===== src/rtl/crcdk_pkg.sv =====
// Package for the CRC-32 decimal key block.
// Holds controller states, command/status structs, CRC constants and byte fold.
// No dependencies.
package crcdk_pkg;

  localparam logic [31:0] CRC_POLY   = 32'hEDB88320;
  localparam logic [31:0] CRC_INIT   = 32'hFFFFFFFF;
  localparam int          NUM_DIGITS = 10;
  localparam int          BCD_W      = 4 * NUM_DIGITS;
  localparam int          BIN_W      = 32;
  localparam int          CNT_W      = $clog2(BIN_W);
  localparam int          NDIG_W     = $clog2(NUM_DIGITS + 1);
  localparam logic [5:0]  ASCII_ZERO = 6'd48;

  typedef enum logic [1:0] {
    ST_IDLE,
    ST_CONV,
    ST_SKIP,
    ST_EMIT
  } state_t;

  typedef struct packed {
    logic upd;    // fold request into running CRC
    logic load;   // end of text: start conversion, restart CRC
    logic conv;   // one binary-to-BCD step
    logic skip;   // drop a leading zero digit
    logic emit;   // digit taken downstream
  } cmd_t;

  typedef struct packed {
    logic conv_last;
    logic lead_zero;
    logic last_digit;
  } sts_t;

  function automatic logic [31:0] crc_fold(input logic [31:0] c, input logic [7:0] b);
    logic [31:0] v;
    v = c ^ {24'd0, b};
    for (int k = 0; k < 8; k++) begin
      v = v[0] ? ((v >> 1) ^ CRC_POLY) : (v >> 1);
    end
    return v;
  endfunction

endpackage


===== src/rtl/crc32_decimal_key.sv =====
// After an end-of-text request the controller runs 32 BCD steps, one skip check and one skip step per leading
// zero; digits then leave at one per cycle when out_tready is high.
// Throughput: one text byte per cycle while idle; after an end of text no byte is taken until the
// last digit is emitted, as the bit-serial binary-to-BCD converter is busy. Reset: rst_n synchronous, active low;
// CRC returns to all ones and the controller to idle.
// Top level of the CRC-32 decimal key block; depends on crcdk_pkg, crcdk_ctrl, crcdk_dp.
module crc32_decimal_key
  import crcdk_pkg::*;
(
  input  logic       clk,
  input  logic       rst_n,
  input  logic       in_tvalid,
  output logic       in_tready,
  input  logic [7:0] in_tdata,   // [7:0] byte_value
  input  logic       in_tuser,   // [0] byte_present
  input  logic       in_tlast,   // end_of_text
  output logic       out_tvalid,
  input  logic       out_tready,
  output logic [7:0] out_tdata,  // [5:0] digit_char, [7:6] zero
  output logic       out_tlast   // last_digit
);

  cmd_t       cmd;
  sts_t       sts;
  logic [5:0] digit_char;

  crcdk_ctrl u_ctrl (
    .clk        (clk),
    .rst_n      (rst_n),
    .in_tvalid  (in_tvalid),
    .in_tlast   (in_tlast),
    .in_tready  (in_tready),
    .out_tvalid (out_tvalid),
    .out_tready (out_tready),
    .sts        (sts),
    .cmd        (cmd)
  );

  crcdk_dp u_dp (
    .clk          (clk),
    .rst_n        (rst_n),
    .byte_value   (in_tdata),
    .byte_present (in_tuser),
    .cmd          (cmd),
    .sts          (sts),
    .digit_char   (digit_char)
  );

  assign out_tdata = {2'b00, digit_char};
  assign out_tlast = sts.last_digit;

endmodule


===== src/rtl/crcdk_ctrl.sv =====
// Controller for the CRC-32 decimal key block.
// Sequences accept, BCD conversion, leading-zero skip and digit emission.
// Depends on crcdk_pkg.
module crcdk_ctrl
  import crcdk_pkg::*;
(
  input  logic clk,
  input  logic rst_n,
  input  logic in_tvalid,
  input  logic in_tlast,
  output logic in_tready,
  output logic out_tvalid,
  input  logic out_tready,
  input  sts_t sts,
  output cmd_t cmd
);

  state_t state_r, state_nxt;
  logic   fire;

  assign fire = in_tvalid && (state_r == ST_IDLE);

  always_ff @(posedge clk) begin
    if (!rst_n) begin
      state_r <= ST_IDLE;
    end else begin
      state_r <= state_nxt;
    end
  end

  always_comb begin
    state_nxt = state_r;
    case (state_r)
      ST_IDLE: begin
        if (fire && in_tlast) state_nxt = ST_CONV;
      end
      ST_CONV: begin
        if (sts.conv_last) state_nxt = ST_SKIP;
      end
      ST_SKIP: begin
        if (!sts.lead_zero) state_nxt = ST_EMIT;
      end
      ST_EMIT: begin
        if (out_tready && sts.last_digit) state_nxt = ST_IDLE;
      end
      default: state_nxt = ST_IDLE;
    endcase
  end

  always_comb begin
    in_tready  = 1'b0;
    out_tvalid = 1'b0;
    cmd        = '0;
    case (state_r)
      ST_IDLE: begin
        in_tready = 1'b1;
        cmd.upd   = fire;
        cmd.load  = fire && in_tlast;
      end
      ST_CONV: begin
        cmd.conv = 1'b1;
      end
      ST_SKIP: begin
        cmd.skip = sts.lead_zero;
      end
      ST_EMIT: begin
        out_tvalid = 1'b1;
        cmd.emit   = out_tready;
      end
      default: begin
        in_tready = 1'b0;
      end
    endcase
  end

`ifndef SYNTH
  a_end_starts_conv: assert property (@(posedge clk) disable iff (!rst_n)
    (state_r == ST_IDLE && in_tvalid && in_tlast) |=> (state_r == ST_CONV))
    else $error("end of text did not start conversion");
  a_conv_to_skip: assert property (@(posedge clk) disable iff (!rst_n)
    (state_r == ST_CONV && sts.conv_last) |=> (state_r == ST_SKIP))
    else $error("conversion did not finish after last step");
  a_emit_holds: assert property (@(posedge clk) disable iff (!rst_n)
    (state_r == ST_EMIT && !out_tready) |=> (state_r == ST_EMIT && $stable(sts.last_digit)))
    else $error("stalled digit was dropped");
`endif

endmodule


===== src/rtl/crcdk_dp.sv =====
// Datapath for the CRC-32 decimal key block.
// Running CRC, double-dabble binary-to-BCD converter and digit shifter.
// Depends on crcdk_pkg.
module crcdk_dp
  import crcdk_pkg::*;
(
  input  logic       clk,
  input  logic       rst_n,
  input  logic [7:0] byte_value,
  input  logic       byte_present,
  input  cmd_t       cmd,
  output sts_t       sts,
  output logic [5:0] digit_char
);

  logic [31:0]       crc_r;
  logic [31:0]       crc_new;
  logic [BIN_W-1:0]  bin_r;
  logic [BCD_W-1:0]  bcd_r;
  logic [BCD_W-1:0]  bcd_adj;
  logic [CNT_W-1:0]  cnt_r;
  logic [NDIG_W-1:0] ndig_r;
  logic [3:0]        top_digit;

  assign crc_new   = byte_present ? crc_fold(crc_r, byte_value) : crc_r;
  assign top_digit = bcd_r[BCD_W-1 -: 4];

  always_comb begin
    for (int i = 0; i < NUM_DIGITS; i++) begin
      bcd_adj[i*4 +: 4] = (bcd_r[i*4 +: 4] >= 4'd5) ? bcd_r[i*4 +: 4] + 4'd3
                                                      : bcd_r[i*4 +: 4];
    end
  end

  always_ff @(posedge clk) begin
    if (!rst_n) begin
      crc_r  <= CRC_INIT;
      cnt_r  <= '0;
      ndig_r <= '0;
    end else if (cmd.load) begin
      crc_r  <= CRC_INIT;
      cnt_r  <= '0;
      ndig_r <= NDIG_W'(NUM_DIGITS);
    end else if (cmd.upd) begin
      crc_r <= crc_new;
    end else if (cmd.conv) begin
      cnt_r <= cnt_r + 1'b1;
    end else if (cmd.skip || cmd.emit) begin
      ndig_r <= ndig_r - 1'b1;
    end
  end

  always_ff @(posedge clk) begin
    if (cmd.load) begin
      bin_r <= crc_new;
      bcd_r <= '0;
    end else if (cmd.conv) begin
      bcd_r <= {bcd_adj[BCD_W-2:0], bin_r[BIN_W-1]};
      bin_r <= {bin_r[BIN_W-2:0], 1'b0};
    end else if (cmd.skip || cmd.emit) begin
      bcd_r <= {bcd_r[BCD_W-5:0], 4'd0};
    end
  end

  assign sts.conv_last  = (cnt_r == CNT_W'(BIN_W - 1));
  assign sts.last_digit = (ndig_r == NDIG_W'(1));
  assign sts.lead_zero  = (top_digit == 4'd0) && (ndig_r != NDIG_W'(1));
  assign digit_char     = ASCII_ZERO + {2'b00, top_digit};

endmodule


===== config.mk =====
export PLATFORM = sky130hd
export DESIGN_NAME = crc32_decimal_key
export DESIGN_NICKNAME = d
export VERILOG_FILES = /design/src/rtl/crcdk_pkg.sv /design/src/rtl/crc32_decimal_key.sv /design/src/rtl/crcdk_ctrl.sv /design/src/rtl/crcdk_dp.sv
export SDC_FILE = /design/constraint.sdc
export NUM_CORES = 1
export LEC_CHECK = 0
export ABC_AREA = 1
export BUFFER_PORTS_ARGS = -buffer_cell sky130_fd_sc_hd__buf_2
export CORE_MARGIN = 1
export CORE_UTILIZATION = 55
export DETAILED_ROUTE_END_ITERATION = 7
export PLACE_DENSITY = 0.73
export SYNTH_ARGS = -nofsm -noshare
export SYNTH_HDL_FRONTEND = slang
export SYNTH_SLANG_ARGS = --single-unit

===== constraint.sdc =====
create_clock -name clk -period 4.1 [get_ports clk]
set_clock_uncertainty 0.1 [all_clocks]
set_input_delay 0.41 -clock clk [delete_from_list [all_inputs] [get_ports clk]]
set_output_delay 0.41 -clock clk [all_outputs]
set_load 0.02 [all_outputs]

==> results of run 1 <==
synth_stat cells (2+ instances only):
cell | number | area (sq um)
nand2_2 | 14 | 87.58
ha_1 | 30 | 375.4
buf_1 | 6 | 22.52
nor2_2 | 7 | 43.79
inv_2 | 14 | 52.55
xor2_2 | 2 | 32.53
buf_4 | 10 | 75.07
buf_2 | 9 | 45.04
a21oi_1 | 82 | 410.4
nand3_1 | 37 | 185.2
a31oi_1 | 27 | 168.9
nor2_1 | 38 | 142.6
clkinv_1 | 2 | 7.510
clkbuf_1 | 22 | 82.58
nand3_2 | 2 | 20.02
o211ai_1 | 10 | 75.07
inv_1 | 91 | 341.6
dfxtp_1 | 83 | 1662
o221ai_1 | 9 | 78.83
xnor2_1 | 7 | 61.31
nand2_1 | 301 | 1130
o21a_1 | 2 | 15.01
nand2_4 | 4 | 45.04
edfxtp_1 | 32 | 960.9
nand4_1 | 2 | 12.51
o21ai_0 | 86 | 430.4
nor3_1 | 7 | 35.03
o21ai_2 | 2 | 17.52
conb_1 | 2 | 7.510
xor2_1 | 39 | 341.6
o21ai_1 | 7 | 35.03
or2_2 | 7 | 43.79
registers in the layout, indices dropped and copies added (netlist names):
name            flops
u_dp.bcd_r         40
u_dp.cnt_r          5
u_dp.bin_r         32
u_dp.ndig_r         4
u_dp.crc_r         32
u_ctrl.state_r      2
final timing paths:
path | from | to | slack, ns | cells after the start
setup reg to reg | u_ctrl.state_r[0]$_SDFFE_PN0P_ | u_dp.crc_r[14]$_SDFFE_PP1N_ | 1.37 | 11
setup / recovery | u_ctrl.state_r[0]$_SDFFE_PN0P_ | u_dp.crc_r[14]$_SDFFE_PP1N_ | 1.37 | 11
hold / removal | rst_n | u_dp.ndig_r[3]$_SDFFE_PN0P_ | 0.18 | 3
hold reg to reg | u_dp.cnt_r[4]$_SDFFE_PP0P_ | u_dp.cnt_r[4]$_SDFFE_PP0P_ | 0.37 | 2
through the flow:
step                cells  area, sq um  setup slack (ns)  hold WS (ns)    util
finish               1188         7818             1.365        0.1762  0.6195
global route         1188         7818             1.044        0.1693  0.6195
CTS                  1188         7818             1.317        0.1622  0.6195
detailed placement   1156         7272             1.327        0.3639  0.5762
global placement     1156         7272             1.388        0.3562  0.5762
floorplan            1004         7127             1.397        0.3367       -
power by group:
part           switching (mW)  internal (mW)  total, mW  leakage, nW
clock                   0.547          0.825       1.37        0.251
sequential              0.348           1.71       2.06        0.994
combinational            1.83          0.986       2.82         2.34
total                    2.73           3.52       6.24         3.59
cells by family (layout without fill, tap and decap cells):
| kind of cell | after synthesis | in the layout |
|---|---|---|
| AOI/OAI and AO/OA | 229 | 229 |
| xor gates and xnor gates | 49 | 49 |
| adders and majority gates | 30 | 30 |
| buffers and inverters | 156 | 168 |
| DFF | 115 | 115 |
| muxes | 1 | 1 |
| other | 2 | 4 |
| and+or+nand+nor | 420 | 420 |
worst max-delay path: stages (launching register included):
cell     delay, ns
dfxtp_1       0.36
inv_1         0.09
ha_1          0.22
nand2_1       0.07
buf_4         0.33
nor2_2        0.05
buf_4         0.26
inv_2         0.45
nand2_1       0.13
buf_4         0.27
a21oi_1       0.15
o21ai_0       0.09
routing by layer:
| metal | vias up | routed length (um) | share of wire |
|---|---|---|---|
| li1 | 3267 | - | - |
| met1 | 2877 | 7775 | 0.48 |
| met2 | 160 | 7338 | 0.46 |
| met3 | 28 | 696 | 0.043 |
| met4 | 0 | 305 | 0.019 |
| met5 | - | 0 | 0 |
final cells by class:
| type | instances | area [sq um] |
|---|---|---|
| tap | 172 | 215.2 |
| fill | 1202 | 4802 |
| sequential | 115 | 2623 |
| timing repair buffer | 28 | 160.2 |
| inverter | 108 | 407.9 |
| multi-input combinational | 733 | 3866 |
| clock buffer | 18 | 429.2 |
| clock inverter | 14 | 116.4 |
==> results.md, run 1 <==
* Overall power at 6.244 mW
* CTS resizes at 0
* Total global routing track utilization at 0.2612
* Vias per inst at 5.330
* Crit Path Class: reg -> reg
* Syn Inst Count at 1002
* Global route overflow at 0
* DRT iter0 DRCs at 508
* Tmin final at 2.735 ns
* Inserted Diodes at 0
* Max-cap violations at 0
* WP data required at 4.28 ns
* Avg Inst Size Synth at 7.105 sq um
* Core area at 12620 sq um
* IO Pins at 25
* Synth Area in Simple Gates at 0.2462
* Die Y at 115.8 um
* Commonest non-fill, non-tap cell in the layout: nand2_1
* CTS HTree Levels at 4
* RSZ-0062 raised after global routing: false
* Clock Path Buffers at 2
* Hold_buf cts at 0
* Antenna Nets Post-Route at 0
* # rows at 41
* Xor/xnor share of the synthesized area at 0.06344
* Clk_lat worst skew at 0.41 ns
* Commonest cells after routing, fill and taps aside: nand2_1 (301), inv_1 (90), o21ai_0 (86)
* Net count, final at 1047
* Port Buffer Count at 20
* WP data arrival at 2.92 ns
* First-pass GRT wire length at 27440 um
* Post-synthesis compound-gate area fraction at 0.1772
* Largest net degree at the start of global routing at 63
* Post-synthesis adder-cell area fraction at 0.05272
* Setup-failing EPs final at 0
* Area growth, synth to finish at 9.807%
* Vias post-DR at 6332
* Setup repair bufs after CTS at 0
* Maximum VDD drop at 0.4122 mV
* Initial Util at 0.5641
* Crit path launch type: register
* CP Capture Type: register
* Final slew viol count at 0
* Sink Count at 115
* Total negative slack at 0 ns
* Global Route met3 Usage at 0.05439
* Seq/Total Area, Yosys at 0.3684
* Worst-Margin Slew at 0.8770 ns
* Status: complete, no violations
* Final hold viol count at 0
* CTS Buf Count at 17
* Worst-path fanout max at 34
* Vias in the first global route at 5875
* Max_slew headroom at 0.4145
* Drt total wl at 16120 um
* Post-DP HPWL at 10910 um
* Post-synth EDFFs at 32
* Ys flop type: dfxtp_1
* Asr flop ratio synth at 0
* Clock slew at reported path FFs at 0.05 ns
* FMAX at 0.3657 GHz
* PwrDens at 798.8 nW/um^2
* Portion of netlist area occupied by mux cells at 0.001406
* Synth cell types at 41
* Main combinational cell family by area after synthesis: simple AND/OR/NAND/NOR gates
* Antenna violations before repair at 0
* Period utilization at 0.6670
* LEAKAGE at 3.585 nW
* WL per Instance at 13.56 um
* Die area at 13400 sq um
* DR pass1 iterations at 5
* Synth Register Bits at 115
* Synth Cell Area at 7119 sq um
* RePlAce Congestion at 0.9190
* Share of cells above drive strength 1 at 0.1112
* Die width at 115.8 um
* CTS tree: yes
* GR Util met2 at 0.4099
* Worst hold path type: in -> reg
* DRC at 0
* GRT Max-Usage Layer: met2
* Met1 Resource Use GR at 0.3541
* Ys Warns at 0
* Root Driver: clkbuf_16
No activity file was read; power rests on OpenSTA's default activity.
==> run 2, diff against run 1 <==
Settings changed: ABC_AREA 1 to 0, PLACE_DENSITY 0.73 to 0.76.
Clock period 4.1 ns to 2.35 ns, I/O delays scaled along.
==> results.md, run 2 <==
* RePlAce Congestion at 0.8664
* DRT iter0 DRCs at 455
* Worst hold path type: in -> reg
* Worst setup margin at 0.09138 ns
* R2r setup slk at 0.09 ns
* Synth Cell Area at 6943 sq um
* Vias post-DR at 5506
* Delay-heaviest family, CP: XOR/XNOR gates
* Reg-to-Reg End: u_dp.bin_r[23]$_DFFE_PP_
* Worst-path fanout max at 4
* Drt total wl at 15730 um
* Max-cap violations at 0
* Syn Inst Count at 745
* CP max stage cell: xnor3_1
* WP data required at 2.41 ns
* # rows at 40
* CTS HTree Levels at 4
* Die width at 114.4 um
* Status: complete, no violations
* Hold path start: in_tuser
* Ys flop type: dfxtp_1
* Maximum VDD drop at 0.7164 mV
* Fill count at 938
* Synth Register Bits at 115
* Share of cells above drive strength 1 at 0.1272
* Overall power at 11.77 mW
* Ys Warns at 0
* Total negative slack at 0 ns
* Die Y at 114.4 um
* Final hold viol count at 0
* CP Capture Type: register
* Regs by FF count: u_dp.bcd_r: 40 flops, u_dp.bin_r: 32 flops, u_dp.crc_r: 32 flops
* First-pass GRT wire length at 25770 um
* Crit path largest cell delay at 0.55 ns
* Crit-path cells: xor2_4 > xnor3_1 > xnor3_1 > mux2i_1 > o21ai_0
* Post-synth top area cell: dfxtp_1
* Vias in the first global route at 5436
* Inserted Diodes at 0
* Hold Path Sink: u_dp.crc_r[18]$_SDFFE_PP1N_
* Synth cell types at 52
* DRC at 0
* Synth cell count leaders: nand2_1 (90), dfxtp_1 (83), a21oi_1 (65)
* CTS tree: yes
* Reg-to-reg startpoint: u_dp.crc_r[6]$_SDFFE_PP1N_
* Antenna violations before repair at 0
* RSZ-0062 raised after global routing: false
* Yosys top cell area share at 0.2393
* Top Layer Used: met4
* WL met1 at 6618 um
* Clk_lat worst skew at 0.43 ns
* Core area at 12160 sq um
* Antenna Nets Post-Route at 0
* Sequential cell area at 2623 sq um
* Reg2Reg Depth at 5
* IO Pins at 25
* Pre-CTS worst setup slack at 0.1211 ns
* Clock slew at reported path FFs at 0.05 ns
* Period utilization at 0.9611
* Worst-Margin Slew at 0.5545 ns
* Tmin final at 2.259 ns
* CTS Buf Count at 17
* Commonest non-fill, non-tap cell in the layout: nand2_1
* WL per Instance at 16.63 um
* Most common cell in the netlist: nand2_1
* Asr flop ratio synth at 0
* Finished layout cell area at 7918 sq um
* Initial Util at 0.5709
* Area of the multi-input gates at 4025 sq um
* Die area at 13080 sq um
* Most used cell, CP: xnor3_1
* Final slew viol count at 0
* Clock Path Buffers at 2
* Crit path launch type: register
* Met2 routed WL at 8041 um
* Critical path buffers and inverters at 0
* Max_slew headroom at 0.6277
* DR pass1 iterations at 7
* Largest Register: u_dp.bcd_r
* Area growth, synth to finish at 14.04%
* PwrDens at 1486 nW/um^2
* Hold Crit Depth at 3
* Synth top area cells: dfxtp_1 (24%), edfxtp_1 (14%), xnor2_1 (5.4%)
* Net count, final at 809
* Global route overflow at 0
* Root Driver: clkbuf_16
* FMAX at 0.4427 GHz
* Placed cell area at 7298 sq um
* Post-DP HPWL at 10710 um
* Setup-failing EPs final at 0
* Largest net degree at the start of global routing at 57
* Port Buffer Count at 20
* Commonest cells after routing, fill and taps aside: nand2_1 (88), dfxtp_1 (83), a21oi_1 (65)
* Vias per inst at 5.820
* Crit Path Class: reg -> reg
* Post-synth EDFFs at 32
* Sink Count at 115
* Total global routing track utilization at 0.2567
* Routed met3 length at 804 um
* Seq/Total Area, Yosys at 0.3777
* Avg Inst Size Synth at 9.319 sq um
* Largest register FFs at 40
* WP data arrival at 2.32 ns
* LEAKAGE at 3.296 nW
[run 2: changes by cell type after synthesis, sizes merged, moves of 18 or more]
| cell | delta |
|---|---|
| xnor2 | +42 |
| inv | -79 |
| xor2 | -30 |
| a31oi | -27 |
| nand2b | +18 |
| mux2i | +35 |
| nand3 | -25 |
| o21ai | -28 |
| nand2 | -229 |
[run 2: worst reg2reg max path, delay by kind of cell, from the launching register on]
kind           cells  cell delay (ns)
AO/OA/AOI/OAI      1             0.10
XOR/XNOR           3             1.19
flip-flops         1             0.45
multiplexers       1             0.15
[run 2: logic make-up after synthesis]
| kind of cell | Yosys count | share of synthesized area |
|---|---|---|
| flops | 115 | 0.3777 |
| buf+inv | 77 | 0.05028 |
| simple gates | 203 | 0.1343 |
| xor+xnor | 79 | 0.1525 |
| mux | 37 | 0.05352 |
| compound gates | 202 | 0.1766 |
| other cells | 2 | 0.001082 |
| fa+ha+maj | 30 | 0.05406 |
[run 2: power breakdown]
group	switching [mW]	internal, mW
combinational	3.07	2.65
sequential	0.642	2.93
clock	0.890	1.59
total	4.61	7.16
[run 2: layout make-up]
type	count	area share
multi-input cells	555	0.5084
clock inverters	9	0.009640
clock buffers	23	0.06305
repair buffers	49	0.04836
flip-flops and latches	115	0.3312
inverters	27	0.01280
well taps	168	0.02655
[run 2: worst max path at each step]
stage | slack (ns) | endpoint | startpoint | depth (start not counted)
global placement | 0.14 | u_dp.bin_r[23]$_DFFE_PP_ | u_dp.crc_r[7]$_SDFFE_PP1N_ | 5
CTS | 0.03 | u_dp.bcd_r[33]$_SDFFE_PP0P_ | u_dp.ndig_r[0]$_SDFFE_PP0P_ | 6
detailed placement | 0.12 | u_dp.bcd_r[25]$_SDFFE_PP0P_ | u_dp.ndig_r[0]$_SDFFE_PP0P_ | 6
floorplan | 0.15 | u_dp.bin_r[0]$_SDFFCE_PN0P_ | u_ctrl.state_r[0]$_SDFFE_PN0P_ | 7
finish | 0.09 | u_dp.bin_r[23]$_DFFE_PP_ | u_dp.crc_r[6]$_SDFFE_PP1N_ | 5
global route | 0.01 | u_dp.bcd_r[33]$_SDFFE_PP0P_ | u_dp.bcd_r[37]$_SDFFE_PP0P_ | 8
[run 2: what timing repair did]
action,in CTS,in global routing
gates resized for setup,0,5
buffers inserted,0,0
hold buffers,1,0
setup endpoints to repair,0,19
endpoints found under the hold margin,3,0
[run 2: routing by layer]
metal	vias to the layer above	GRT usage
met5	-	0
met4	0	0.1065
met3	23	0.06882
met2	168	0.4497
met1	2642	0.2960
li1	2673	-
[run 2: stage by stage]
| stage | util | instances | hold slack [ns] |
|---|---|---|---|
| finish | 0.6510 | 946 | 0.2219 |
| CTS | 0.6483 | 946 | 0.2093 |
| floorplan | - | 747 | 0.2525 |
| global placement | 0.6001 | 913 | 0.3803 |
| detailed placement | 0.6001 | 913 | 0.3910 |
| global route | 0.6510 | 946 | 0.2629 |
==> run 3, diff against run 2 <==
Settings changed: CORE_ASPECT_RATIO set to 2.
==> results.md, run 3 (synthesis results as in run 2) <==
* Global route overflow at 0
* Hold Path Sink: u_ctrl.state_r[0]$_SDFFE_PN0P_
* Final hold viol count at 0
* Die width at 81.45 um
* Logic pwr share at 0.483
* Commonest cells after routing, fill and taps aside: nand2_1 (88), dfxtp_1 (83), a21oi_1 (65)
* Status: complete, no violations
* Regs by FF count: u_dp.bcd_r: 40 flops, u_dp.bin_r: 32 flops, u_dp.crc_r: 32 flops
* CTS tree: yes
* Clock slew at reported path FFs at 0.05 ns
* WP data required at 2.41 ns
* Core area at 12200 sq um
* Hold path start: rst_n
* Delay-heaviest family, CP: XOR/XNOR gates
* Clk_lat worst skew at 0.41 ns
* Reg-to-Reg End: u_dp.bin_r[19]$_DFFE_PP_
* DR pass1 iterations at 5
* CTS resizes at 1
* Area of the multi-input gates at 4016 sq um
* WL per Instance at 18.71 um
* Crit path launch type: register
* DRT iter0 DRCs at 311
* R2r setup slk at 0.08 ns
* Root Driver: clkbuf_16
* Largest Register: u_dp.bcd_r
* Vias post-DR at 5605
* PwrDens at 1534 nW/um^2
* Reg-to-reg startpoint: u_dp.crc_r[3]$_SDFFE_PP1N_
* Area growth, synth to finish at 13.68%
* Total global routing track utilization at 0.2807
* RePlAce Congestion at 0.8933
* Clock Path Buffers at 2
* WP data arrival at 2.33 ns
* Share of cells above drive strength 1 at 0.1261
* Die Y at 160.9 um
* Worst-Margin Slew at 0.7387 ns
* Largest net degree at the start of global routing at 62
* FMAX at 0.4404 GHz
* # rows at 57
* Critical path buffers and inverters at 0
* Finished layout cell area at 7893 sq um
* Fill count at 949
* Vias in the first global route at 5845
* Inserted Diodes at 0
* Maximum VDD drop at 0.9779 mV
* Placed cell area at 7259 sq um
* First-pass GRT wire length at 27700 um
* LEAKAGE at 3.298 nW
* Reg2Reg Depth at 5
* Antenna Nets Post-Route at 0
* Total negative slack at 0 ns
* Period utilization at 0.9663
* Vias per inst at 6.066
* Flop pwr share at 0.295
* Antenna violations before repair at 0
* DRC at 0
* Setup-failing EPs final at 0
* CP max stage cell: xnor3_1
* Net Sw Power at 4.741 mW
* Sequential cell area at 2623 sq um
* Tmin final at 2.271 ns
* CTS Buf Count at 17
* Crit path largest cell delay at 0.50 ns
* Crit-path cells: xnor2_2 > xnor3_1 > xor3_1 > mux2i_1 > o21ai_0
* Drt total wl at 17290 um
* Commonest non-fill, non-tap cell in the layout: nand2_1
* Hold Crit Depth at 2
* Largest register FFs at 40
* Die area at 13100 sq um
* Worst-path fanout max at 5
* Internal power at 7.363 mW
* Worst hold path type: in -> reg
* IO Pins at 25
* Setup repair bufs after CTS at 0
* Overall power at 12.10 mW
* Clock Power Share at 0.222
* Max-cap violations at 0
* Crit Path Class: reg -> reg
* Final slew viol count at 0
* Sw frac at 0.3917
* RSZ-0062 raised after global routing: false
* Sink Count at 115
* CP Capture Type: register
* Post-DP HPWL at 11980 um
* Max_slew headroom at 0.5063
* Initial Util at 0.5693
* Hold_buf cts at 0
* Port Buffer Count at 20
* Net count, final at 808
* CTS HTree Levels at 4
## run 3: cell count changes in the layout (fill, tap and decap cells not counted), sizes merged
| cell | delta |
|---|---|
| clkbuf | -3 |
| dlygate4sd3 | -1 |
| bufinv | +3 |
## run 3: power by group through the flow
stage	registers [mW]	logic [mW]	clock network, mW
2_1_floorplan	3.38	4.41	0
3_3_place_gp	3.54	5.49	0
3_5_place_dp	3.58	5.75	0
4_1_cts	3.55	5.82	2.71
5_1_grt	3.66	6.38	2.81
6_report	3.57	5.85	2.69
## run 3: final cells by class
cell class                 instances  area share
inverter                          27     0.01284
timing repair buffer              48     0.04566
clock inverter                    12     0.02045
sequential                       115      0.3323
clock buffer                      20     0.05659
tap                              147     0.02330
multi-input combinational        555      0.5089
## run 3: how the worst max path moves through the flow
stage / from / to / slack, ns / depth (start not counted)
floorplan: u_ctrl.state_r[0]$_SDFFE_PN0P_ / u_dp.bin_r[0]$_SDFFCE_PN0P_ / 0.15 / 7
global route: u_dp.crc_r[3]$_SDFFE_PP1N_ / u_dp.bin_r[19]$_DFFE_PP_ / 0.008 / 5
global placement: u_dp.crc_r[3]$_SDFFE_PP1N_ / u_dp.bin_r[19]$_DFFE_PP_ / 0.09 / 5
finish: u_dp.crc_r[3]$_SDFFE_PP1N_ / u_dp.bin_r[19]$_DFFE_PP_ / 0.08 / 5
detailed placement: u_dp.bcd_r[37]$_SDFFE_PP0P_ / u_dp.bcd_r[21]$_SDFFE_PP0P_ / 0.0005 / 7
CTS: u_dp.bcd_r[37]$_SDFFE_PP0P_ / u_dp.bcd_r[21]$_SDFFE_PP0P_ / 0.02 / 8
## run 3: per-stage QoR
stage	worst slack, ns	instances	hold WS (ns)	utilization
final	0.07911	924	0.02140	0.6472
after global routing	0.008340	924	0.02406	0.6472
after CTS	0.01527	924	0.01293	0.6453
after detailed placement	0.0005282	892	0.4016	0.5953
after global placement	0.09307	892	0.3794	0.5953
after floorplan	0.1469	747	0.2525	-
## run 3: layer usage
layer	wire length, um	track usage	share of wire
met1	6033	0.2723	0.35
met2	9768	0.5155	0.57
met3	645	0.05511	0.037
met4	840	0.1729	0.049
met5	0	0	0
